**src/hdl/qpr_pkg.sv**
```systemverilog
`default_nettype none
package qpr_pkg;

  localparam int unsigned QW       = 16;   // rotor part width, Q1.14
  localparam int unsigned REG_IDX_W = 2;

  typedef enum logic [REG_IDX_W-1:0] {
    REG_ANGLE  = 2'd0,
    REG_AXIS_X = 2'd1,
    REG_AXIS_Y = 2'd2,
    REG_AXIS_Z = 2'd3
  } reg_idx_t;

  typedef enum logic [1:0] {
    RS_IDLE  = 2'd0,
    RS_ITER  = 2'd1,
    RS_SCALE = 2'd2,
    RS_DONE  = 2'd3
  } rstate_t;

  typedef logic signed [QW-1:0] rotor_part_t;

  typedef struct packed {
    rotor_part_t a;
    rotor_part_t x;
    rotor_part_t y;
    rotor_part_t z;
  } rotor_t;

  // Arctangent of 2^-i, 2^32 per turn.
  function automatic logic signed [33:0] atan_turns(input logic [4:0] i);
    logic signed [33:0] r;
    begin
      unique case (i)
        5'd0:  r = 34'sd536870912;
        5'd1:  r = 34'sd316933406;
        5'd2:  r = 34'sd167458907;
        5'd3:  r = 34'sd85004756;
        5'd4:  r = 34'sd42667331;
        5'd5:  r = 34'sd21354465;
        5'd6:  r = 34'sd10679838;
        5'd7:  r = 34'sd5340245;
        5'd8:  r = 34'sd2670163;
        5'd9:  r = 34'sd1335087;
        5'd10: r = 34'sd667544;
        5'd11: r = 34'sd333772;
        5'd12: r = 34'sd166886;
        5'd13: r = 34'sd83443;
        5'd14: r = 34'sd41722;
        5'd15: r = 34'sd20861;
        5'd16: r = 34'sd10430;
        5'd17: r = 34'sd5215;
        5'd18: r = 34'sd2608;
        5'd19: r = 34'sd1304;
        5'd20: r = 34'sd652;
        5'd21: r = 34'sd326;
        5'd22: r = 34'sd163;
        5'd23: r = 34'sd81;
        default: r = 34'sd0;
      endcase
      return r;
    end
  endfunction

endpackage
`default_nettype wire

```
**src/hdl/qpr_rotor.sv**
```systemverilog
`default_nettype none
// Builds q from angle and axis: one CORDIC step per cycle, then a scale pass.
module qpr_rotor #(
  parameter int unsigned CORDIC_STEPS = 14
) (
  input  wire logic            clk,
  input  wire logic            rst,
  input  wire logic            start,
  input  wire logic [15:0]     angle,
  input  wire logic [15:0]     axis_x,
  input  wire logic [15:0]     axis_y,
  input  wire logic [15:0]     axis_z,
  output logic                 busy,
  output logic                 done,
  output qpr_pkg::rotor_t      rotor
);
  import qpr_pkg::*;

  localparam int unsigned SW = $clog2(CORDIC_STEPS + 4);

  rstate_t state, state_next;
  logic [SW-1:0] step;
  logic [1:0] part;
  logic signed [33:0] cx, cy, cz;
  logic neg;
  logic signed [33:0] cx_next, cy_next, cz_next;
  logic signed [33:0] dx, dy;
  logic signed [31:0] z0;
  logic signed [33:0] sin_v;
  logic signed [49:0] prod;
  logic signed [49:0] prod_r;
  logic signed [15:0] axis_sel;
  logic signed [34:0] cos_r;

  always_comb begin
    state_next = state;
    unique case (state)
      RS_IDLE:  if (start) state_next = RS_ITER;
      RS_ITER:  if (step == SW'(CORDIC_STEPS - 1)) state_next = RS_SCALE;
      RS_SCALE: if (part == 2'd3) state_next = RS_DONE;
      RS_DONE:  state_next = start ? RS_ITER : RS_DONE;
      default:  state_next = RS_IDLE;
    endcase
  end

  always_comb begin
    busy = (state == RS_ITER) || (state == RS_SCALE);
    done = (state == RS_DONE);
  end

  always_comb begin
    dx = cy >>> step;
    dy = cx >>> step;
    if (!cz[33]) begin
      cx_next = cx - dx;
      cy_next = cy + dy;
      cz_next = cz - atan_turns(5'(step));
    end else begin
      cx_next = cx + dx;
      cy_next = cy - dy;
      cz_next = cz + atan_turns(5'(step));
    end
  end

  assign z0 = signed'({1'b0, angle, 15'd0});
  assign sin_v = neg ? -cy : cy;
  always_comb begin
    unique case (part)
      2'd0: axis_sel = signed'(axis_x);
      2'd1: axis_sel = signed'(axis_y);
      default: axis_sel = signed'(axis_z);
    endcase
  end
  assign prod = sin_v * axis_sel;
  assign prod_r = (prod + 50'sd536870912) >>> 30;
  assign cos_r = ((neg ? -35'(cx) : 35'(cx)) + 35'sd32768) >>> 16;

  function automatic rotor_part_t sat16(input logic signed [49:0] v);
    if (v > 50'sd32767) return 16'sh7fff;
    else if (v < -50'sd32768) return 16'sh8000;
    else return v[15:0];
  endfunction

  always_ff @(posedge clk) begin
    if (rst) begin
      state <= RS_IDLE;
      step  <= '0;
      part  <= '0;
    end else begin
      state <= state_next;
      if (state_next == RS_ITER && state != RS_ITER) begin
        step <= '0;
        // Fold phases beyond a quarter turn by a half turn.
        if (z0 > 32'sd1073741824) begin
          cz <= 34'(z0) - 34'sd2147483648; neg <= 1'b1;
        end else if (z0 < -32'sd1073741824) begin
          cz <= 34'(z0) + 34'sd2147483648; neg <= 1'b1;
        end else begin
          cz <= 34'(z0); neg <= 1'b0;
        end
        cx <= 34'sd652032874;
        cy <= '0;
      end else if (state == RS_ITER) begin
        cx <= cx_next; cy <= cy_next; cz <= cz_next;
        step <= step + 1'b1;
        part <= '0;
      end else if (state == RS_SCALE) begin
        part <= part + 1'b1;
        unique case (part)
          2'd0: begin
            rotor.x <= sat16(prod_r);
            rotor.a <= sat16(50'(cos_r));
          end
          2'd1: rotor.y <= sat16(prod_r);
          default: rotor.z <= sat16(prod_r);
        endcase
      end
    end
  end
endmodule
`default_nettype wire

```
**config.mk**
```make
export PLATFORM = sky130hd
export DESIGN_NAME = qpr_rotor
export DESIGN_NICKNAME = d
export VERILOG_FILES = /design/src/hdl/qpr_pkg.sv /design/src/hdl/qpr_rotor.sv
export SDC_FILE = /design/constraint.sdc
export NUM_CORES = 2
export LEC_CHECK = 0
export ABC_CLOCK_PERIOD_IN_PS = 11700
export BUFFER_PORTS_ARGS = -buffer_cell sky130_fd_sc_hd__buf_2
export CORE_ASPECT_RATIO = 0.5
export CORE_UTILIZATION = 30
export DETAILED_ROUTE_END_ITERATION = 8
export GPL_TIMING_DRIVEN = 0
export PLACE_DENSITY = 0.47
export SLEW_MARGIN = 20
export SYNTH_ARGS = -nofsm -noshare
export SYNTH_HDL_FRONTEND = slang
export SYNTH_SLANG_ARGS = --single-unit
export TNS_END_PERCENT = 50
```
**constraint.sdc**
```tcl
create_clock -name clk -period 11.7 [get_ports clk]
set_input_delay 2.34 -clock clk [delete_from_list [all_inputs] [get_ports clk]]
set_output_delay 2.34 -clock clk [all_outputs]
set_load 0.02 [all_outputs]
```
==> metrics.cfg <==
[outcome]
outcome=complete, no violations

[clock_tree]
clockBufferDepth=3
cts_buffers=25
cts_setup_buffers=0
cts_root_buf=clkbuf_16
h-tree-depth=1
cts_tree=built
cts.clk_slew.worst_paths_ps=80
clock-sinks=206
clkLatencyLatePin_ps=650

[finish]
area_growth_pct=10.4
drive_gt1_share_pct=8.25
antennaDiodeCount=0
nets=5504
fin_cells=6461

[global_routing]
antenna_found_initial=3
track_usage_pct=24.2
overflow=0
grt_start_max_net_pins=33
grt_pass1_wl_um=238000
grt_pass1_vias=35300

[detailed_routing]
dr_total_vias=34600
wl_met1_um=74000
top_layer_used=met5
met2WireLength_um=71700
via_per_inst=5.36
drt_wl_total_um=162000
post_drt_wl_per_cell_um=25.0
drc=0
ant_nets=0
wl_met3_um=10300
drt_iter0_drc=2862
drt_first_pass_iters=5

[logic_synthesis]
ys.flop_type=edfxtp_1
avgSynthCellArea_um2=8.70
ys_async_sr_fraction_pct=0
ys_seq_area_share_pct=14.7
synth_edf_count=167
synth.distinct_cells=86
synth_area_um2=39300
synth-seq-cells=206
syn_inst=4522
synth_warnings=0
synth_fp_nets=5340

[min_path]
hp-class=reg2reg
min_from=cz[0]$_SDFFCE_PP0P_

[setup_path]
crit_path_end_kind=flop
crit_fanout=10
crit_path_start_kind=flop
startpoint=cy[5]$_SDFFCE_PP0P_
cp_top_family=adder cells
critPathBufInv=5
arrival_ps=11640
path_class=reg2reg
critical-path-max-stage-delay_ps=620
r2r_start=cy[5]$_SDFFCE_PP0P_
cp.required_ps=12040
slowest_stage=or4_4
cp_common_cell=fa_1

[place]
port_buffers=132
place_hpwl_um=132000
place.gp.congestion=1.01
placed_cells=6417

[job]
drv_cap=0

[timing]
hold_viol_final=0
rsz0062_at_grt=false
slew_viol_final=0
period_share_pct=96.6
fmax_mhz=88.5
setup_viol=0
tightest_slew_ps=1200
skew_ps=38.7
layout_min_cycle_time_ps=11300
maxSlewHeadroom_pct=20.0

[die]
core_area_um2=129000
ioPinCount=133
die_h_um=258
die_area_um2=133000
die-width_um=514
num_rows=93
initial_core_util_pct=30.4

==> layer usage <==
layer | vias to the layer above | GRT usage (%)
met1 | 17700 | 33.9
met2 | 1289 | 38.7
met4 | 2 | 7.07
met3 | 231 | 3.14
li1 | 15400 | -
met5 | - | 0
==> cell type report <==
class                   count  area, um^2
plain buffers             226         898
clock inverters            11         138
inverters                 674        2530
repair buffers            138         798
multi-input cells        3415       30300
clock buffers              34         721
well taps                1757        2200
flip-flops and latches    206        5800
fillers                 13600       86000
==> Yosys cell counts (21+ instances only) <==
cell / count / area, um^2
inv_1: 671 / 2520
nor2_1: 521 / 1960
fa_1: 516 / 10300
nand2_1: 498 / 1870
ha_1: 235 / 2940
a21oi_1: 219 / 1100
clkbuf_1: 174 / 653
edfxtp_1: 167 / 5010
xnor2_1: 150 / 1310
o21ai_0: 146 / 731
xor2_1: 132 / 1160
mux4_2: 89 / 2000
a21o_1: 87 / 653
mux2i_1: 77 / 771
nor3_1: 64 / 320
a31oi_1: 49 / 307
nand3_1: 49 / 245
and2_1: 39 / 244
dfxtp_1: 39 / 781
a211oi_1: 35 / 263
nor4_1: 32 / 200
and3_1: 31 / 194
o21a_1: 31 / 233
buf_1: 30 / 113
nand2b_1: 29 / 181
o22ai_1: 26 / 163
or3_1: 23 / 144
o21bai_1: 22 / 165
buf_2: 21 / 105
o211ai_1: 21 / 158
o31ai_1: 21 / 158
==> worst min-delay path, cell delays in order, from the launching register on <==
cell	delay (ps)
edfxtp_1	340
ha_1	120
and2_1	100
==> layout by cell type, fill, tap and decap left out, types with 49 or more instances in the layout <==
cell type and count:
nand3_1 49, xnor2_1 139, clkbuf_1 170, inv_1 671
a21o_1 87, fa_1 514, buf_2 153, edfxtp_1 167
ha_1 235, a21oi_1 214, mux4_2 89, mux2i_1 77
nand2_1 498, xor2_1 121, o21ai_0 145, nor2_1 520
nor3_1 62
==> logic make-up (layout without fill, tap and decap cells) <==
family                   count (synthesis)  in the layout  share of synthesized area, %
AND/OR/NAND/NOR                       1388           1388                          15.5
buffers and inverters                  901           1083                          8.70
flip-flops                             206            206                          14.7
XOR/XNOR                               283            283                          6.32
multiplexers                           174            174                          7.28
adder cells (fa/ha/maj)                751            751                          33.7
AO/OA/AOI/OAI                          819            819                          13.7
==> path summary, 6_finish.rpt <==
kind                                            end  cells after the start  slack [ps]
worst max-delay path            rotor[42]$_DFFE_PP_                     30         400
worst min-delay path            cz[0]$_SDFFCE_PP0P_                      2         670
worst max register to register  rotor[42]$_DFFE_PP_                     30         400
worst min register to register  cz[0]$_SDFFCE_PP0P_                      2         670
==> timing repair <==
| action | in CTS | in global routing |
|---|---|---|
| resized for setup | 5 | 16 |
| setup endpoints to repair | 36 | 45 |
| pin swaps | 0 | 0 |
| hold buffers | 0 | 0 |
==> through the flow <==
| stage | worst slack (ps) | instance area [um^2] | hold slack (ps) | setup TNS, ps | utilization (%) |
|---|---|---|---|---|---|
| after global routing | 11.5 | 43400 | 665 | 0 | 33.6 |
| final | 402 | 43400 | 665 | 0 | 33.6 |
| after detailed placement | -675 | 42400 | 643 | -21420 | 32.8 |
| after CTS | 117 | 43300 | 665 | 0 | 33.5 |
| after global placement | -569 | 42200 | 637 | -17750 | 32.6 |
| after floorplan | 1430 | 39300 | 598 | 0 | - |
Power is not shown: default switching activity piles up to over one toggle a cycle in this logic, so the estimate is an artifact.
